==> src/hdl/reed_pkg.sv <==
// Shared types and constants for the rotary encoder event decoder.
// Holds the quadrature step table, event codes and configuration register indexes.
// No dependencies.
`timescale 1ns / 1ps

package reed_pkg;

    // Result event codes.
    typedef enum logic [2:0] {
        EV_NONE  = 3'd0,
        EV_CW    = 3'd1,
        EV_CCW   = 3'd2,
        EV_SHORT = 3'd3,
        EV_LONG  = 3'd4
    } event_t;

    // Configuration register indexes.
    localparam logic [1:0] CFG_DEBOUNCE_MS      = 2'd0;
    localparam logic [1:0] CFG_LONG_PRESS_MS    = 2'd1;
    localparam logic [1:0] CFG_STEPS_PER_DETENT = 2'd2;

    localparam int CFG_ADDR_W = 2;
    localparam int CFG_DATA_W = 16;

    // Reset values of the configuration registers.
    localparam logic [9:0]  DEBOUNCE_RST   = 10'd50;
    localparam logic [15:0] LONG_PRESS_RST = 16'd1000;
    localparam logic [4:0]  STEPS_RST      = 5'd4;

    // Bit positions in the input request word.
    localparam int IN_PIN_A  = 0;
    localparam int IN_PIN_B  = 1;
    localparam int IN_BUTTON = 2;
    localparam int IN_TICK   = 3;
    localparam int IN_QUERY  = 4;

    // Quadrature step for the pair {old A, old B, new A, new B}: +1, -1 or 0.
    function automatic logic signed [1:0] quad_delta(input logic [3:0] idx);
        logic signed [1:0] d;
        case (idx)
            4'd1, 4'd7, 4'd8, 4'd14:  d = -2'sd1;
            4'd2, 4'd4, 4'd11, 4'd13: d = 2'sd1;
            default:                  d = 2'sd0;
        endcase
        return d;
    endfunction

endpackage

==> src/hdl/rotary_encoder_event_decoder.sv <==
// Rotary encoder event decoder: quadrature counting plus a debounced push button.
// Depends on reed_pkg for the step table, event codes and register indexes.
`timescale 1ns / 1ps

// Channel   | Direction | Width | Contents (lowest bit first)
// ----------+-----------+-------+--------------------------------------------------
// s_axis    | in        | 8     | pin_a, pin_b, button_level, ms_tick, query, 0 pad
// m_axis    | out       | 8     | event_code[2:0], button_held, 0 pad
// cfg       | in        | 16    | write of debounce_ms, long_press_ms, steps_per_detent
//
// Each request is evaluated in the cycle it is accepted; its result appears in the
// output register on the next cycle. One request per cycle is sustained while results
// are taken, set by the single result register with pass-through ready.
// Reset (aresetn low, synchronous) clears all encoder and button state, empties
// the output register and restores the register defaults.
// While the output register holds an untaken result, a new request is accepted only
// in a cycle where that result is taken at the same edge.

module rotary_encoder_event_decoder #(
    parameter int BALANCE_BITS = 8,
    parameter int TIME_BITS    = 16
) (
    input  logic                             aclk,
    input  logic                             aresetn,
    // Input requests.
    input  logic                             s_tvalid,
    output logic                             s_tready,
    input  logic [7:0]                       s_tdata,  // pin_a, pin_b, button_level, ms_tick, query
    // Results.
    output logic                             m_tvalid,
    input  logic                             m_tready,
    output logic [7:0]                       m_tdata,  // event_code[2:0], button_held
    // Register writes.
    input  logic                             cfg_wr_en,
    input  logic [reed_pkg::CFG_ADDR_W-1:0]  cfg_addr,
    input  logic [reed_pkg::CFG_DATA_W-1:0]  cfg_wdata
);

    localparam logic [TIME_BITS-1:0] TIME_MAX = '1;
    localparam int CMP_W = (TIME_BITS > 16) ? TIME_BITS : 16;
    localparam logic signed [BALANCE_BITS:0] BAL_MAX =
        $signed((BALANCE_BITS+1)'((1 << (BALANCE_BITS-1)) - 1));
    localparam logic signed [BALANCE_BITS:0] BAL_MIN = -BAL_MAX - 1;

    // Configuration registers.
    logic [9:0]  debounce_reg;
    logic [15:0] long_press_reg;
    logic [4:0]  steps_reg;

    // Decoder state.
    logic [1:0]                     prev_ab_reg, prev_ab_next;
    logic                           ab_loaded_reg, ab_loaded_next;
    logic signed [BALANCE_BITS-1:0] balance_reg, balance_next;
    logic                           raw_prev_reg, raw_prev_next;
    logic                           stable_reg, stable_next;
    logic [TIME_BITS-1:0]           since_reg, since_next;
    logic [TIME_BITS-1:0]           held_reg, held_next;

    // Output register.
    logic       m_valid_reg, m_valid_next;
    logic [7:0] m_data_reg, m_data_next;

    logic                           s_fire;
    logic [1:0]                     ab;
    logic                           btn_down;
    logic                           tick;
    logic                           query;
    logic [TIME_BITS-1:0]           since_t;
    logic [TIME_BITS-1:0]           held_t;
    logic signed [1:0]              delta;
    logic signed [BALANCE_BITS:0]   bal_sum;
    logic signed [BALANCE_BITS:0]   bal_sat;
    logic signed [BALANCE_BITS:0]   bal_step;
    logic [4:0]                     spd;
    logic signed [BALANCE_BITS:0]   spd_ext;
    logic                           accepted;
    reed_pkg::event_t               ev;

    // The output register frees up either when empty or when its result leaves now.
    assign s_tready = !m_valid_reg || m_tready;
    assign s_fire   = s_tvalid && s_tready;
    assign m_tvalid = m_valid_reg;
    assign m_tdata  = m_data_reg;

    assign ab       = {s_tdata[reed_pkg::IN_PIN_A], s_tdata[reed_pkg::IN_PIN_B]};
    assign btn_down = !s_tdata[reed_pkg::IN_BUTTON];
    assign tick     = s_tdata[reed_pkg::IN_TICK];
    assign query    = s_tdata[reed_pkg::IN_QUERY];

    // A detent size of zero behaves as one.
    assign spd     = (steps_reg == 5'd0) ? 5'd1 : steps_reg;
    assign spd_ext = $signed({{(BALANCE_BITS-4){1'b0}}, spd});

    always_comb begin
        // Millisecond counters advance first and stop at full scale.
        since_t = since_reg;
        held_t  = held_reg;
        if (tick) begin
            if (since_reg != TIME_MAX) since_t = since_reg + 1'b1;
            if (held_reg != TIME_MAX)  held_t  = held_reg + 1'b1;
        end

        // Quadrature step into the balance, clamped to its signed range. The very
        // first sample after reset only loads the pin pair.
        delta   = reed_pkg::quad_delta({prev_ab_reg, ab});
        bal_sum = {balance_reg[BALANCE_BITS-1], balance_reg}
                  + {{(BALANCE_BITS-1){delta[1]}}, delta};
        if (bal_sum > BAL_MAX) begin
            bal_sat = BAL_MAX;
        end else if (bal_sum < BAL_MIN) begin
            bal_sat = BAL_MIN;
        end else begin
            bal_sat = bal_sum;
        end
        bal_step = ab_loaded_reg ? bal_sat : {balance_reg[BALANCE_BITS-1], balance_reg};

        raw_prev_next = raw_prev_reg;
        stable_next   = stable_reg;
        since_next    = since_t;
        held_next     = held_t;
        accepted      = 1'b0;
        ev            = reed_pkg::EV_NONE;
        balance_next  = bal_step[BALANCE_BITS-1:0];

        if (query) begin
            // A raw level change restarts the debounce window.
            if (btn_down != raw_prev_reg) begin
                raw_prev_next = btn_down;
                since_next    = '0;
            end
            if (btn_down != stable_reg &&
                CMP_W'(since_next) >= CMP_W'(debounce_reg)) begin
                accepted    = 1'b1;
                stable_next = btn_down;
                if (btn_down) begin
                    held_next = '0;
                end else if (CMP_W'(held_t) >= CMP_W'(long_press_reg)) begin
                    ev = reed_pkg::EV_LONG;
                end else begin
                    ev = reed_pkg::EV_SHORT;
                end
            end
            // Rotation is reported only when the button did not change this query.
            if (!accepted) begin
                if (bal_step >= spd_ext) begin
                    ev           = reed_pkg::EV_CW;
                    balance_next = BALANCE_BITS'(bal_step - spd_ext);
                end else if (bal_step <= -spd_ext) begin
                    ev           = reed_pkg::EV_CCW;
                    balance_next = BALANCE_BITS'(bal_step + spd_ext);
                end
            end
        end

        prev_ab_next   = ab;
        ab_loaded_next = 1'b1;
    end

    always_comb begin
        m_valid_next = m_valid_reg;
        m_data_next  = m_data_reg;
        if (s_fire) begin
            m_valid_next = 1'b1;
            m_data_next  = {4'b0000, stable_next, ev};
        end else if (m_tready) begin
            m_valid_next = 1'b0;
        end
    end

    always_ff @(posedge aclk) begin
        if (!aresetn) begin
            debounce_reg   <= reed_pkg::DEBOUNCE_RST;
            long_press_reg <= reed_pkg::LONG_PRESS_RST;
            steps_reg      <= reed_pkg::STEPS_RST;
        end else if (cfg_wr_en) begin
            case (cfg_addr)
                reed_pkg::CFG_DEBOUNCE_MS:      debounce_reg   <= cfg_wdata[9:0];
                reed_pkg::CFG_LONG_PRESS_MS:    long_press_reg <= cfg_wdata[15:0];
                reed_pkg::CFG_STEPS_PER_DETENT: steps_reg      <= cfg_wdata[4:0];
                default: ;
            endcase
        end
    end

    always_ff @(posedge aclk) begin
        if (!aresetn) begin
            prev_ab_reg   <= '0;
            ab_loaded_reg <= 1'b0;
            balance_reg   <= '0;
            raw_prev_reg  <= 1'b0;
            stable_reg    <= 1'b0;
            since_reg     <= '0;
            held_reg      <= '0;
            m_valid_reg   <= 1'b0;
        end else begin
            if (s_fire) begin
                prev_ab_reg   <= prev_ab_next;
                ab_loaded_reg <= ab_loaded_next;
                balance_reg   <= balance_next;
                raw_prev_reg  <= raw_prev_next;
                stable_reg    <= stable_next;
                since_reg     <= since_next;
                held_reg      <= held_next;
            end
            m_valid_reg <= m_valid_next;
        end
    end

    always_ff @(posedge aclk) begin
        m_data_reg <= m_data_next;
    end

endmodule

==> config.mk <==
export PLATFORM = sky130hd
export DESIGN_NAME = rotary_encoder_event_decoder
export DESIGN_NICKNAME = d
export VERILOG_FILES = /design/src/hdl/reed_pkg.sv /design/src/hdl/rotary_encoder_event_decoder.sv
export SDC_FILE = /design/constraint.sdc
export NUM_CORES = 1
export LEC_CHECK = 0
export ABC_AREA = 1
export BUFFER_PORTS_ARGS = -buffer_cell sky130_fd_sc_hd__buf_2
export CORE_ASPECT_RATIO = 0.6
export CORE_MARGIN = 4
export CORE_UTILIZATION = 62
export DETAILED_ROUTE_END_ITERATION = 10
export PLACE_DENSITY = 0.77
export SLEW_MARGIN = 30
export SYNTH_ARGS = -nofsm -noshare
export SYNTH_HDL_FRONTEND = slang
export SYNTH_SLANG_ARGS = --single-unit
==> constraint.sdc <==
create_clock -name aclk -period 6.2 [get_ports aclk]
set_input_delay 0.62 -clock aclk [delete_from_list [all_inputs] [get_ports aclk]]
set_output_delay 0.62 -clock aclk [all_outputs]
set_load 0.005 [all_outputs]
==> results of run 1 <==
area by class of cell:
type	instances	area [um2]	area share [%]
clock buffers	10	250	3.73
clock inverters	6	93.8	1.40
inverters	145	547	8.15
multi-input cells	647	3790	56.5
flip-flops and latches	81	1660	24.8
well taps	130	163	2.42
repair buffers	38	203	3.02
power groups by stage:
stage / Sequential [mW] / Clock [mW] / Combinational, mW
after floorplan: 0.574 / 0 / 0.329
after global placement: 0.578 / 0 / 0.412
after detailed placement: 0.579 / 0 / 0.430
after CTS: 0.568 / 0.628 / 0.433
after global routing: 0.570 / 0.649 / 0.502
final: 0.568 / 0.621 / 0.441
per-stage QoR:
stage	hold slack (ns)	std cells	setup WS [ns]
final	0.465	1057	0.710
after detailed placement	0.446	1041	0.340
after global placement	0.438	1041	0.415
after CTS	0.465	1057	0.667
after global routing	0.488	1057	0.125
after floorplan	0.423	903	1.33
worst paths after layout:
| path | from | end | slack, ns | cells after the start |
|---|---|---|---|---|
| max | s_tdata[0] | balance_reg[2]$_SDFFE_PN0P_ | 0.71 | 33 |
| min | debounce_reg[8]$_SDFFE_PN0P_ | debounce_reg[8]$_SDFFE_PN0P_ | 0.47 | 2 |
| max reg2reg | prev_ab_reg[0]$_SDFFE_PN0P_ | balance_reg[2]$_SDFFE_PN0P_ | 0.92 | 31 |
| min reg2reg | debounce_reg[8]$_SDFFE_PN0P_ | debounce_reg[8]$_SDFFE_PN0P_ | 0.47 | 2 |
repair_timing:
action | 4_1_cts | 5_1_grt
setup endpoints to repair | 0 | 2
endpoints found under the hold margin | 0 | 0
gates resized for setup | 0 | 1
cells by family after synthesis:
| logic type | after synthesis |
|---|---|
| compound gates | 163 |
| fa+ha+maj | 63 |
| xor+xnor | 36 |
| buf+inv | 175 |
| simple gates | 379 |
| flops | 81 |
| other cells | 1 |
worst min-delay path: cells and delay by family (launching register included):
kind	cells	cell delay [ns]
compound gates	1	0.06
buf+inv	1	0.07
flops	1	0.30
synthesized netlist by cell type, types with 15 or more instances:
cell type and number:
nor2_1 66, nand3_1 58, nor3_1 15, o21ai_0 39, inv_1 137, nand2_1 184, xor2_1 20, nand4_1 19
clkbuf_1 19, ha_1 60, dfxtp_1 77, xnor2_1 16, a21oi_1 82
placed cells by master, fill, tap and decap left out, types with 4 or more instances in the layout:
cell type  Yosys  final
nand2_2        6      6
ha_1          60     60
nand2_1      184    184
clkbuf_16      0     10
dfxtp_1       77     77
o22ai_1        6      6
a21oi_1       82     82
nand3_1       58     58
nand2_4        4      4
or2_2         10     10
edfxtp_1       4      4
inv_1        137    137
o211ai_1      10     10
buf_4          5      5
xnor2_1       16     16
nand4_1       19     19
buf_2          3     33
nand3_2        5      5
a31oi_1        4      4
xor2_1        20     20
conb_1         1      6
o21ai_1        4      4
inv_2          5      5
nor2_1        66     66
o21ai_0       39     39
nor3_1        15     15
layer usage:
layer,up-vias,share of wire (%)
li1,2974,-
met1,2742,45
met2,270,43
met3,46,10
met4,0,2.3
met5,-,0
==> impl_metrics.yaml, run 1 <==
route:
  wirelength_um: 16400
  num_vias: 6032
  avgViaCountPerCell: 5.71
  wl_per_cell_um: 15.5
  initialDrtViolationCount: 583
  drc: 0
  drt_first_pass_iters: 6
  drtAntennaViolNets: 0
logic_synthesis:
  yosys_register_bits: 81
  syn_area_um2: 6110
  synth_compound_area_share_pct: 14.8
  async_reset_ff_share_pct: 0
  synthAdderAreaFrac_pct: 13.3
  synth_cells: 898
  synth_top_family_by_area: "simple AND/OR/NAND/NOR gates"
  synth_flop_cell: "dfxtp_1"
  ys_types: 50
  syn_area_per_cell_um2: 6.80
  synth_xor_area_share_pct: 5.16
  synth_top_area_cell: "dfxtp_1"
  synth_warnings: 0
  synth-simple-area-share_pct: 28.3
  synth_top_area_share_pct: 25.2
  synth_edf_count: 4
  synth_area_leaders: "dfxtp_1 (25%), ha_1 (12%), nand2_1 (11%)"
  seq_area_frac_synth_pct: 27.2
  yosys-mux-area-fraction_pct: 0
place:
  portBuffers: 33
  postPlaceCellArea_um2: 6360
  hpwl_um: 12300
  gp_congestion: 0.961
cts:
  ctsLongestPathBuffers: 2
  clk_latency_ns: 0.35
  clkTransAtPathRegs_ns: 0.06
  cts-root-buf: "clkbuf_16"
  htree_levels: 3
  cts_tree: "yes"
  cts_buffers: 9
  cts_setup_buffers: 0
  cts_hold_buf: 0
  cts.sinks: 81
pwr:
  intPower_mw: 1.08
  switching_power_uw: 546
  power_frac_comb_pct: 27.1
  p_sw_share_pct: 33.5
  pwr-share-seq_pct: 34.9
  finalPower_mw: 1.63
  p_leak_nw: 3.24
  p_per_area_nw_per_um2: 243
  ir_worst_vdd_v: 0.000172
  clkPwrFrac_pct: 38.1
critical_path:
  crit_family: "compound AO/OA/AOI/OAI gates"
  path_max_fanout: 8
  cpPeakStageDelay_ns: 0.41
  startpoint_type: "input pin"
  end_kind: "flop"
  critPathSlowestCell: "ha_1"
  crit_buf_inv: 8
  cpMostUsedCell: "inv_1"
  cp.arrival_ns: 5.74
  crit_type: "input pin to flop"
  worstPathRequired_ns: 6.45
min_path:
  hold_path_class: "flop to flop"
global_routing:
  top_usage_layer: "met2"
  grt_antenna_before_repair: 0
  use_met1_pct: 41.3
  grt_max_degree: 45
  grt_pass1_wl_um: 27300
  grt_usage_pct: 29.4
  gr-total-overflow: 0
  grt.met3_usage_pct: 7.94
  met2_usage_pct: 44.0
  grt_pass1_vias: 5743
sta:
  hold_viol: 0
  drv_slew: 0
  fmax_mhz: 182
  setup_viol: 0
  skew_ns: 0.00575
  relSlewSlack_pct: 44.3
  finalSetupTns_ns: 0
  rsz0062_at_grt: "no"
  fin_crit_sh_pct: 88.5
  period_needed_ns: 5.49
  tightest_slew_ns: 0.834
die:
  start_util_pct: 65.1
  die_x_um: 136
  rows: 27
  dieArea_um2: 11600
  core_area_um2: 9390
  die_h_um: 84.9
  ios: 41
cells_and_area:
  nFillCells: 833
  num_antenna_cells: 0
  area_growth_pct: 9.83
  layout.nets: 1016
  drive_gt1_share_pct: 10.2
  final_core_util_pct: 71.4
  fin_area_um2: 6710
status:
  outcome: "finished, final reports clean"
run:
  maxCapViolCount: 0
Power figures use the tool's default switching activity.
==> inputs of run 2 (changes only) <==
Settings changed: CORE_UTILIZATION 62 to 47, PLACE_DENSITY 0.77 to 0.6.
==> run 2 against run 1 <==
Combinational power rose by 2%; cell area barely moved; power fell by 5.0%; register-to-register slack improved by 0.04 ns; critical path depth did not move; worst setup slack improved by 0.068 ns; largest power group is now sequential cells.
==> impl_metrics.yaml, run 2 (synthesized netlist as in run 1, its figures left out) <==
cells_and_area:
  final_cells: 1093
  final_core_util_pct: 54.2
  nFillCells: 1200
  num_antenna_cells: 0
  fin_area_um2: 6700
  seq_area_um2: 1660
  final_cell_mix: "nand2_1 (184), inv_1 (137), a21oi_1 (82)"
  layout.nets: 1017
  multi_input_area_um2: 3780
  area_growth_pct: 9.73
  drive_gt1_share_pct: 10.1
  mostFrequentLayoutCell: "nand2_1"
cts:
  clkTransAtPathRegs_ns: 0.06
  cts-root-buf: "clkbuf_16"
  ctsLongestPathBuffers: 2
  cts_tree: "yes"
  cts_setup_buffers: 0
  htree_levels: 3
  cts.sinks: 81
  cts_buffers: 9
  cts_hold_buf: 0
  cts_resized: 0
  clk_latency_ns: 0.34
sta:
  fmax_mhz: 184
  setup_viol: 0
  skew_ns: 0.00543
  tightest_slew_ns: 0.862
  fin_crit_sh_pct: 87.5
  relSlewSlack_pct: 42.1
  rsz0062_at_grt: "no"
  finalSetupTns_ns: 0
  period_needed_ns: 5.42
  drv_slew: 0
  hold_viol: 0
place:
  postPlaceCellArea_um2: 6410
  gp_congestion: 0.873
  placed_cells: 1077
  hpwl_um: 12700
  portBuffers: 33
route:
  drc: 0
  avgViaCountPerCell: 5.23
  drt_first_pass_iters: 4
  num_vias: 5716
  wl_per_cell_um: 15.0
  wirelength_um: 16300
  initialDrtViolationCount: 500
  drtAntennaViolNets: 0
die:
  die_x_um: 155
  rows: 31
  ios: 41
  die_h_um: 96.3
  start_util_pct: 49.4
  core_area_um2: 12400
  dieArea_um2: 14900
global_routing:
  top_usage_layer: "met1"
  grt.met3_usage_pct: 5.03
  grt_pass1_wl_um: 26700
  use_met1_pct: 37.0
  grt_antenna_before_repair: 1
  gr-total-overflow: 0
  grt_usage_pct: 22.7
  met2_usage_pct: 29.7
  grt_max_degree: 45
  grt_pass1_vias: 5127
status:
  outcome: "finished, final reports clean"
min_path:
  whs_path_depth: 2
  hold_path_class: "flop to flop"
critical_path:
  startpoint_type: "input pin"
  crit_type: "input pin to flop"
  worst-r2r-cell-count: 31
  worstPathRequired_ns: 6.43
  cp.arrival_ns: 5.66
  cpPeakStageDelay_ns: 0.48
  critPathSlowestCell: "ha_1"
  path_max_fanout: 8
  end_kind: "flop"
pwr:
  p_leak_nw: 3.22
  finalPower_mw: 1.55
  ir_worst_vdd_v: 0.000139
  p_per_area_nw_per_um2: 231
run:
  maxCapViolCount: 0
==> run 2: final timing paths <==
kind,start,to,slack [ns]
min,steps_reg[0]$_SDFFE_PN0P_,steps_reg[0]$_SDFFE_PN0P_,0.46
min reg2reg,steps_reg[0]$_SDFFE_PN0P_,steps_reg[0]$_SDFFE_PN0P_,0.46
max reg2reg,prev_ab_reg[0]$_SDFFE_PN0P_,balance_reg[2]$_SDFFE_PN0P_,0.96
max,s_tdata[0],balance_reg[2]$_SDFFE_PN0P_,0.78
==> run 2: through the flow <==
step | worst slack, ns | hold WS (ns)
floorplan | 1.33 | 0.423
global placement | 0.493 | 0.445
detailed placement | 0.521 | 0.449
CTS | 0.861 | 0.458
global route | 0.195 | 0.483
finish | 0.778 | 0.456
==> run 2: layout make-up <==
| cell class | count | area share, % |
|---|---|---|
| clock inverters | 2 | 0.149 |
| multi-input cells | 647 | 56.5 |
| inverters | 145 | 8.16 |
| repair buffers | 39 | 3.14 |
| flip-flops and latches | 81 | 24.8 |
| clock buffers | 14 | 4.24 |
| well taps | 165 | 3.08 |
==> run 2: where the power goes <==
group / total [mW] / switching [mW] / internal [mW]
Sequential: 0.571 / 0.0201 / 0.551
Combinational: 0.451 / 0.298 / 0.152
Clock: 0.527 / 0.213 / 0.314
Total: 1.55 / 0.531 / 1.02
==> run 2: layer usage <==
metal  routed length (um)  vias up
li1                     -     2980
met1                 9250     2590
met2                 5820      130
met3                 1140       14
met4                  125        2
met5                    7        -
==> run 2: critical path, delay by kind of cell <==
family | cells | cell delay [ns]
and+or+nand+nor | 15 | 1.82
AOI/OAI and AO/OA | 7 | 1.34
adders and majority gates | 3 | 1.06
buffers and inverters | 8 | 0.79
